File: src/design/traffic_light_sequencer_core_assert.svh
// Assertion macros of the traffic light sequencer core.
`ifndef TRAFFIC_LIGHT_SEQUENCER_CORE_ASSERT_SVH
`define TRAFFIC_LIGHT_SEQUENCER_CORE_ASSERT_SVH

// checked outside reset
`define TLS_ASSERT(label, prop, msg) \
   label: assert property (@(posedge clock) disable iff (reset) prop) else $error(msg);

// checked in every cycle, reset included
`define TLS_ASSERT_ALWAYS(label, prop, msg) \
   label: assert property (@(posedge clock) prop) else $error(msg);

`endif

File: src/design/tls_pkg.sv
// Types, constants and helpers of the traffic light sequencer.
package tls_pkg;

   localparam int COUNT_BITS = 16;
   localparam int CFG_BITS   = 16;
   localparam int CMP_BITS   = (COUNT_BITS > CFG_BITS) ? COUNT_BITS : CFG_BITS;
   localparam int ADDR_BITS  = 5;
   localparam int IDX_BITS   = 3;

   typedef logic [COUNT_BITS-1:0] age_type;
   typedef logic [CFG_BITS-1:0]   dur_type;
   typedef logic [CMP_BITS-1:0]   cmp_type;
   typedef logic [IDX_BITS-1:0]   reg_idx_type;

   localparam age_type AGE_MAX = '1;

   localparam reg_idx_type REG_RED          = 3'd0;
   localparam reg_idx_type REG_RED_YELLOW   = 3'd1;
   localparam reg_idx_type REG_GREEN        = 3'd2;
   localparam reg_idx_type REG_GREEN_FLASH  = 3'd3;
   localparam reg_idx_type REG_YELLOW       = 3'd4;
   localparam reg_idx_type REG_DEBOUNCE     = 3'd5;
   localparam reg_idx_type REG_BLINK_PERIOD = 3'd6;

   localparam dur_type RST_RED          = 16'd3000;
   localparam dur_type RST_RED_YELLOW   = 16'd1000;
   localparam dur_type RST_GREEN        = 16'd3000;
   localparam dur_type RST_GREEN_FLASH  = 16'd2000;
   localparam dur_type RST_YELLOW       = 16'd1000;
   localparam dur_type RST_DEBOUNCE     = 16'd50;
   localparam dur_type RST_BLINK_PERIOD = 16'd200;

   typedef enum logic [2:0] {
      PH_RED          = 3'd0,
      PH_RED_YELLOW   = 3'd1,
      PH_GREEN        = 3'd2,
      PH_GREEN_FLASH  = 3'd3,
      PH_YELLOW       = 3'd4,
      PH_YELLOW_BLINK = 3'd5
   } phase_type;

   typedef struct packed {
      dur_type red;
      dur_type red_yellow;
      dur_type green;
      dur_type green_flash;
      dur_type yellow;
      dur_type debounce;
      dur_type blink_period;
   } cfg_type;

   typedef struct packed {
      phase_type phase;
      age_type   phase_age;
      age_type   blink_age;
      logic      blink_lamp_on;
      age_type   press_age;
   } state_type;

   typedef struct packed {
      logic      red_on;
      logic      yellow_on;
      logic      green_on;
      phase_type phase;
   } lamps_type;

   function automatic age_type age_inc(input age_type a);
      return (a == AGE_MAX) ? a : a + age_type'(1);
   endfunction

   function automatic logic age_ge(input age_type a, input dur_type d);
      return cmp_type'(a) >= cmp_type'(d);
   endfunction

endpackage

File: src/design/tls_csr.sv
// Configuration register file with its APB-style access port.
module tls_csr
   import tls_pkg::*;
(
   input  logic                 clock,
   input  logic                 reset,
   input  logic                 csr_psel,
   input  logic                 csr_penable,
   input  logic                 csr_pwrite,
   input  logic [ADDR_BITS-1:0] csr_paddr,
   input  logic [31:0]          csr_pwdata,
   output logic [31:0]          csr_prdata,
   output logic                 csr_pready,
   output cfg_type              cfg
);

   cfg_type     cfg_ff;
   cfg_type     cfg_in;
   reg_idx_type idx;
   dur_type     wval;
   dur_type     rval;

   assign idx        = csr_paddr[ADDR_BITS-1:2];
   assign wval       = csr_pwdata[CFG_BITS-1:0];
   assign csr_pready = 1'b1;
   assign cfg        = cfg_ff;

   always_comb begin
      cfg_in = cfg_ff;
      if (csr_psel && csr_penable && csr_pwrite && csr_pready) begin
         unique case (idx)
            REG_RED:          cfg_in.red          = wval;
            REG_RED_YELLOW:   cfg_in.red_yellow   = wval;
            REG_GREEN:        cfg_in.green        = wval;
            REG_GREEN_FLASH:  cfg_in.green_flash  = wval;
            REG_YELLOW:       cfg_in.yellow       = wval;
            REG_DEBOUNCE:     cfg_in.debounce     = wval;
            REG_BLINK_PERIOD: cfg_in.blink_period = wval;
            default:          cfg_in = cfg_ff;
         endcase
      end
   end

   always_comb begin
      unique case (idx)
         REG_RED:          rval = cfg_ff.red;
         REG_RED_YELLOW:   rval = cfg_ff.red_yellow;
         REG_GREEN:        rval = cfg_ff.green;
         REG_GREEN_FLASH:  rval = cfg_ff.green_flash;
         REG_YELLOW:       rval = cfg_ff.yellow;
         REG_DEBOUNCE:     rval = cfg_ff.debounce;
         REG_BLINK_PERIOD: rval = cfg_ff.blink_period;
         default:          rval = '0;
      endcase
   end

   assign csr_prdata = {{(32-CFG_BITS){1'b0}}, rval};

   always_ff @(posedge clock) begin
      if (reset) begin
         cfg_ff.red          <= RST_RED;
         cfg_ff.red_yellow   <= RST_RED_YELLOW;
         cfg_ff.green        <= RST_GREEN;
         cfg_ff.green_flash  <= RST_GREEN_FLASH;
         cfg_ff.yellow       <= RST_YELLOW;
         cfg_ff.debounce     <= RST_DEBOUNCE;
         cfg_ff.blink_period <= RST_BLINK_PERIOD;
      end else begin
         cfg_ff <= cfg_in;
      end
   end

endmodule

File: src/design/tls_step.sv
// Next-state and lamp logic for one tick of the sequencer.
module tls_step
   import tls_pkg::*;
(
   input  state_type st,
   input  cfg_type   cfg,
   input  logic      button_fall,
   output state_type nxt,
   output lamps_type lamps
);

   always_comb begin
      nxt           = st;
      nxt.phase_age = age_inc(st.phase_age);
      nxt.blink_age = age_inc(st.blink_age);
      nxt.press_age = age_inc(st.press_age);

      if (button_fall && age_ge(nxt.press_age, cfg.debounce)) begin
         nxt.press_age = '0;
         nxt.phase_age = '0;
         if (st.phase == PH_YELLOW_BLINK) begin
            nxt.phase = PH_RED;
         end else begin
            nxt.phase         = PH_YELLOW_BLINK;
            nxt.blink_age     = '0;
            nxt.blink_lamp_on = 1'b0;
         end
      end

      case (nxt.phase)
         PH_RED: begin
            if (age_ge(nxt.phase_age, cfg.red)) begin
               nxt.phase     = PH_RED_YELLOW;
               nxt.phase_age = '0;
            end
         end
         PH_RED_YELLOW: begin
            if (age_ge(nxt.phase_age, cfg.red_yellow)) begin
               nxt.phase     = PH_GREEN;
               nxt.phase_age = '0;
            end
         end
         PH_GREEN: begin
            if (age_ge(nxt.phase_age, cfg.green)) begin
               nxt.phase         = PH_GREEN_FLASH;
               nxt.phase_age     = '0;
               nxt.blink_age     = '0;
               nxt.blink_lamp_on = 1'b0;
            end
         end
         PH_GREEN_FLASH: begin
            if (age_ge(nxt.phase_age, cfg.green_flash)) begin
               nxt.phase     = PH_YELLOW;
               nxt.phase_age = '0;
            end else if (age_ge(nxt.blink_age, cfg.blink_period)) begin
               nxt.blink_age     = '0;
               nxt.blink_lamp_on = ~nxt.blink_lamp_on;
            end
         end
         PH_YELLOW: begin
            if (age_ge(nxt.phase_age, cfg.yellow)) begin
               nxt.phase     = PH_RED;
               nxt.phase_age = '0;
            end
         end
         PH_YELLOW_BLINK: begin
            if (age_ge(nxt.blink_age, cfg.blink_period)) begin
               nxt.blink_age     = '0;
               nxt.blink_lamp_on = ~nxt.blink_lamp_on;
            end
         end
         default: begin
            nxt.phase     = PH_RED;
            nxt.phase_age = '0;
         end
      endcase
   end

   always_comb begin
      lamps           = '0;
      lamps.phase     = nxt.phase;
      case (nxt.phase)
         PH_RED:          lamps.red_on    = 1'b1;
         PH_RED_YELLOW: begin
            lamps.red_on    = 1'b1;
            lamps.yellow_on = 1'b1;
         end
         PH_GREEN:        lamps.green_on  = 1'b1;
         PH_GREEN_FLASH:  lamps.green_on  = nxt.blink_lamp_on;
         PH_YELLOW:       lamps.yellow_on = 1'b1;
         PH_YELLOW_BLINK: lamps.yellow_on = nxt.blink_lamp_on;
         default:         lamps.red_on    = 1'b0;
      endcase
   end

endmodule

File: src/design/traffic_light_sequencer_core.sv
// Top level of the traffic light sequencer: tick register, state and result register.
//
//  port group | role                  | beat contents
//  req_*      | tick in, stream slave | tdata[0] button_fall
//  rsp_*      | lamps out, stream mst | tdata[0] red, [1] yellow, [2] green, [5:3] phase
//  csr_*      | APB-style config      | 7 x 16-bit duration registers at 4*i
//
// One tick accepted per cycle unless a stalled rsp holds it back.
// A tick passes the tick register and then the result register; state advances as a tick
// moves into the result register.
// A stalled rsp holds its beat; req stays ready while the tick register can drain.
// Synchronous reset restores register defaults and the red phase.
module traffic_light_sequencer_core
   import tls_pkg::*;
(
   input  logic                 clock,
   input  logic                 reset,
   input  logic                 req_tvalid,
   output logic                 req_tready,
   input  logic [7:0]           req_tdata,   // [0] button_fall, [7:1] zero
   output logic                 rsp_tvalid,
   input  logic                 rsp_tready,
   output logic [7:0]           rsp_tdata,   // [0] red_on [1] yellow_on [2] green_on [5:3] phase
   input  logic                 csr_psel,
   input  logic                 csr_penable,
   input  logic                 csr_pwrite,
   input  logic [ADDR_BITS-1:0] csr_paddr,
   input  logic [31:0]          csr_pwdata,
   output logic [31:0]          csr_prdata,
   output logic                 csr_pready
);

   cfg_type   cfg;
   state_type st_ff;
   state_type nxt;
   lamps_type lamps;
   lamps_type lamps_ff;
   logic      in_valid_ff;
   logic      in_valid_in;
   logic      in_button_ff;
   logic      out_valid_ff;
   logic      out_valid_in;
   logic      adv;

   tls_csr u_csr (
      .clock       (clock),
      .reset       (reset),
      .csr_psel    (csr_psel),
      .csr_penable (csr_penable),
      .csr_pwrite  (csr_pwrite),
      .csr_paddr   (csr_paddr),
      .csr_pwdata  (csr_pwdata),
      .csr_prdata  (csr_prdata),
      .csr_pready  (csr_pready),
      .cfg         (cfg)
   );

   tls_step u_step (
      .st          (st_ff),
      .cfg         (cfg),
      .button_fall (in_button_ff),
      .nxt         (nxt),
      .lamps       (lamps)
   );

   assign adv          = in_valid_ff && (!out_valid_ff || rsp_tready);
   assign req_tready   = !in_valid_ff || adv;
   assign in_valid_in  = (req_tvalid && req_tready) || (in_valid_ff && !adv);
   assign out_valid_in = adv || (out_valid_ff && !rsp_tready);

   assign rsp_tvalid = out_valid_ff;
   assign rsp_tdata  = {2'b00, lamps_ff.phase, lamps_ff.green_on,
                        lamps_ff.yellow_on, lamps_ff.red_on};

   always_ff @(posedge clock) begin
      if (reset) begin
         in_valid_ff         <= 1'b0;
         out_valid_ff        <= 1'b0;
         st_ff.phase         <= PH_RED;
         st_ff.phase_age     <= '0;
         st_ff.blink_age     <= '0;
         st_ff.blink_lamp_on <= 1'b0;
         st_ff.press_age     <= '0;
      end else begin
         in_valid_ff  <= in_valid_in;
         out_valid_ff <= out_valid_in;
         if (adv) begin
            st_ff <= nxt;
         end
      end
   end

   always_ff @(posedge clock) begin
      if (req_tvalid && req_tready) begin
         in_button_ff <= req_tdata[0];
      end
      if (adv) begin
         lamps_ff <= lamps;
      end
   end

`include "traffic_light_sequencer_core_assert.svh"

   `TLS_ASSERT(a_no_red_green, rsp_tvalid |-> !(rsp_tdata[0] && rsp_tdata[2]), "red and green lit together")
   `TLS_ASSERT(a_state_hold, !adv |=> $stable(st_ff), "state moved without a tick")
   `TLS_ASSERT(a_age_clear, (adv && nxt.phase != st_ff.phase) |=> st_ff.phase_age == '0, "phase age not cleared on phase change")
   `TLS_ASSERT(a_blink_by_press, (adv && nxt.phase == PH_YELLOW_BLINK && st_ff.phase != PH_YELLOW_BLINK) |-> in_button_ff, "yellow blink entered without a press")
   `TLS_ASSERT_ALWAYS(a_reset_state, reset |=> (!out_valid_ff && st_ff.phase == PH_RED), "reset did not clear state")

endmodule

File: config.mk
export PLATFORM = sky130hd
export DESIGN_NAME = traffic_light_sequencer_core
export DESIGN_NICKNAME = d
export VERILOG_FILES = /design/src/design/tls_pkg.sv /design/src/design/tls_csr.sv /design/src/design/tls_step.sv /design/src/design/traffic_light_sequencer_core.sv
export VERILOG_INCLUDE_DIRS = /design/src /design/src/design
export SDC_FILE = /design/constraint.sdc
export NUM_CORES = 1
export LEC_CHECK = 0
export ABC_AREA = 1
export BUFFER_PORTS_ARGS = -buffer_cell sky130_fd_sc_hd__buf_4
export CAP_MARGIN = 20
export CORE_MARGIN = 10
export CORE_UTILIZATION = 33
export CTS_BUF_LIST = sky130_fd_sc_hd__clkbuf_16
export CTS_CLUSTER_SIZE = 10
export DETAILED_ROUTE_END_ITERATION = 10
export PLACE_DENSITY_LB_ADDON = 0.3
export RECOVER_POWER = 25
export SYNTH_ARGS = -nofsm -noshare
export SYNTH_HDL_FRONTEND = slang
export SYNTH_SLANG_ARGS = --single-unit
File: constraint.sdc
create_clock -name clock -period 8.2 [get_ports clock]
set_input_delay 1.23 -clock clock [delete_from_list [all_inputs] [get_ports clock]]
set_output_delay 1.23 -clock clock [all_outputs]
set_load 0.01 [all_outputs]
==> run metrics <==
CTS clk-pin slew, worst paths 0.08 ns; top_reg_cell synth dfxtp_1; final instance area 0.01260 mm²; Worst-Margin Slew 4.104 ns; setup TNS 0 ns; worst hold path type register to register; PwrDens 157.0 mW/mm²; most frequent cell after synthesis nand2_1; Crit path required time 8.56 ns; die area 0.04212 mm²; Avg WL per Cell 15.92 µm; H-Tree Depth 4; Clk pwr share 47.1%; Slew HR -173.6%; Post-CTS Setup Repair Bufs 0; Total Wirelength 33200 µm; Post-Synth XOR/XNOR Area 1.856%; die width 205.2 µm; Cell Int Power 1.464 mW; total grt overflow 0; largest net degree at the start of global routing 97; vias in the first global route 9782; area of the multi-input gates 0.006554 mm²; clock root buffer master clkbuf_16; GPL Wtd Cong 0.8850; Worst setup EP type register; fillers 3590; maximum clock insertion buffer count 2; compound-cell area share of the yosys netlist 20.84%; largest family of logic cells by synthesized area simple AND/OR/NAND/NOR gates; failing checks capacitance limit, slew limit; Clk Latency, worst-skew pair 0.44 ns; final worst setup slack 1.873 ns; Cell Area, Synth 0.01132 mm²; Final min period 6.327 ns; Final Max Tran Viols 255; Async SR Flop Fraction 0%; post-route ant nets 0; Setup-failing EPs final 0; top-area cell type share of the netlist area 29.35%; WS Path Type input pin to register; CTS tree done; cts repair resizes 0; Final Hold Fails 0; crit-path cells clkbuf_1 > clkinvlp_2 > clkbuf_1 > o21ai_0 > nor2_1; Port Buf Inserts 50; Post-Synth Adder-Cell Area 12.71%; combinational share of power 9.1%; post-synthesis mux area share 0.09945%; RSZ-0062 raised after global routing no; crit-path max FO 96; Initial Util 33.60%; GRT Util Overall 15.81%; sw frac 26.03%; Area contributors post-synth dfxtp_1 29%, ha_1 13%, nand2_1 9.9%; via count 10460; # diodes 0; Tcrit/Tclk final 77.16%; area post-placement 0.01197 mm²; DP Worst Slack 2.162 ns; static leakage power 5.674 nW; initial antenna violation count 0; power share of the sequential group 43.8%; max-capacitance violation count 3; cts hold-fix bufs 0; maximum vdd drop 0.1522 mV; post-synthesis cell type count 49; first-pass GRT wire length 53260 µm; clock skew 0.01330 ns; Ports 95; Layout area overhead 11.30%; Max Fclk 158.1 MHz; TritonRoute pass-1 iters 6; TritonCTS sink count 173; Ys Warns 0; Switch Pwr 0.5153 mW; Post-Syn Instances 1606; NumNets Final 1791; vias per cell 5.018; ratio of cells with drive above 1 in the final layout 7.880%; Post-Syn Area per Cell 7.051 µm²; Power, Total 1.979 mW; CTS buffer count 17; CP most frequent cell clkbuf_1; Worst path max stage delay 2.89 ns; DIE HEIGHT 205.2 µm; Simple-Gate Fraction of Synth Area 21.72%; Post-DP HPWL 25110 µm; Iteration-0 DRC Markers 677; Worst EP arrival 6.69 ns; hold_ws 0.4761 ns; Seq/Total Area, Yosys 31.20%; FF+latch area 0.003533 mm²; number of synthesized flops with an enable pin 7; row count 67; CP max stage cell clkbuf_1; Residual DRC 0; Yosys top cell by area dfxtp_1; Synth top cells by count 300 x nand2_1, 232 x inv_1, 212 x a21oi_1, 166 x dfxtp_1, 117 x o21ai_0; run status complete, but fails checks; CP Launch Type input pin; Yosys reg bits 173; Core Box Area 0.03370 mm²
==> layout by cell type (no fill, tap or decap), drive strengths merged, types with 4 or more instances in the layout <==
master | synthesis | layout
o221ai | 11 | 11
conb | 2 | 19
xnor2 | 9 | 9
nor3 | 44 | 44
o22ai | 27 | 27
o21a | 7 | 7
nand4 | 25 | 25
buf | 32 | 43
xor2 | 15 | 15
a31oi | 4 | 4
bufinv | 0 | 5
o21ai | 124 | 124
a21oi | 212 | 212
nor2 | 118 | 118
nand3 | 43 | 43
edfxtp | 7 | 7
clkinv | 1 | 4
inv | 244 | 249
ha | 115 | 115
o211ai | 25 | 25
clkbuf | 41 | 29
dfxtp | 166 | 166
a211oi | 5 | 5
nor4 | 5 | 5
nand2 | 308 | 308
==> cell families (layout without fill, tap and decap cells) <==
| kind of cell | Yosys count | count (layout) |
|---|---|---|
| buffers and inverters | 318 | 332 |
| adder cells (fa/ha/maj) | 115 | 115 |
| multiplexers | 1 | 1 |
| AO/OA/AOI/OAI | 427 | 427 |
| other | 2 | 19 |
| AND/OR/NAND/NOR | 546 | 546 |
| flip-flops | 173 | 173 |
| XOR/XNOR | 24 | 24 |
==> through the flow <==
stage                     cells  util (%)
after detailed placement   2052     35.53
after global routing       2085     37.40
after CTS                  2084     37.49
final                      2085     37.40
after global placement     2052     35.53
after floorplan            1623         -
==> critical path: cells and delay by family <==
family	cells	cell delay, ns
AO/OA/AOI/OAI	1	0.56
buffers and inverters	3	4.59
AND/OR/NAND/NOR	1	0.23
==> cell type report <==
class                   instances  share of cell area [%]
inverters                     245                   7.307
flip-flops and latches        173                   28.04
repair buffers                 55                   2.978
clock inverters                15                   1.856
well taps                     448                   4.448
multi-input cells            1132                   52.00
clock buffers                  17                   3.375
==> per-layer routing <==
| metal | routed length (µm) | part of all wire (%) | track usage, % | vias up |
|---|---|---|---|---|
| met5 | 0 | 0 | 0 | - |
| met4 | 611 | 1.8 | 4.752 | 0 |
| met3 | 1252 | 3.8 | 2.013 | 32 |
| met2 | 15730 | 47 | 26.40 | 203 |
| met1 | 15610 | 47 | 20.82 | 4858 |
| li1 | - | - | - | 5370 |
==> path summary, 6_finish.rpt <==
kind                            startpoint             to  slack, ns  depth (start not counted)
worst min-delay path              st_ff[2]       st_ff[2]       0.48                          2
worst min register to register    st_ff[2]       st_ff[2]       0.48                          2
worst max-delay path                 reset  u_csr.cfg[48]       1.87                          5
worst max register to register    st_ff[1]      st_ff[26]       1.94                         30
==> power groups by stage <==
stage | clock [mW] | combinational (mW) | sequential [mW]
floorplan | 0 | 0.120 | 0.885
global placement | 0 | 0.177 | 0.885
detailed placement | 0 | 0.180 | 0.886
CTS | 0.946 | 0.180 | 0.866
global route | 0.981 | 0.203 | 0.867
finish | 0.932 | 0.181 | 0.866
==> sequential cells by signal, summed over array words and instances (netlist names) <==
name / count
u_csr.cfg: 112
rsp_tvalid: 1
st_ff: 52
rsp_tdata: 6
in_valid_ff: 1
in_button_ff: 1
No activity file was read; power rests on OpenSTA's default activity.
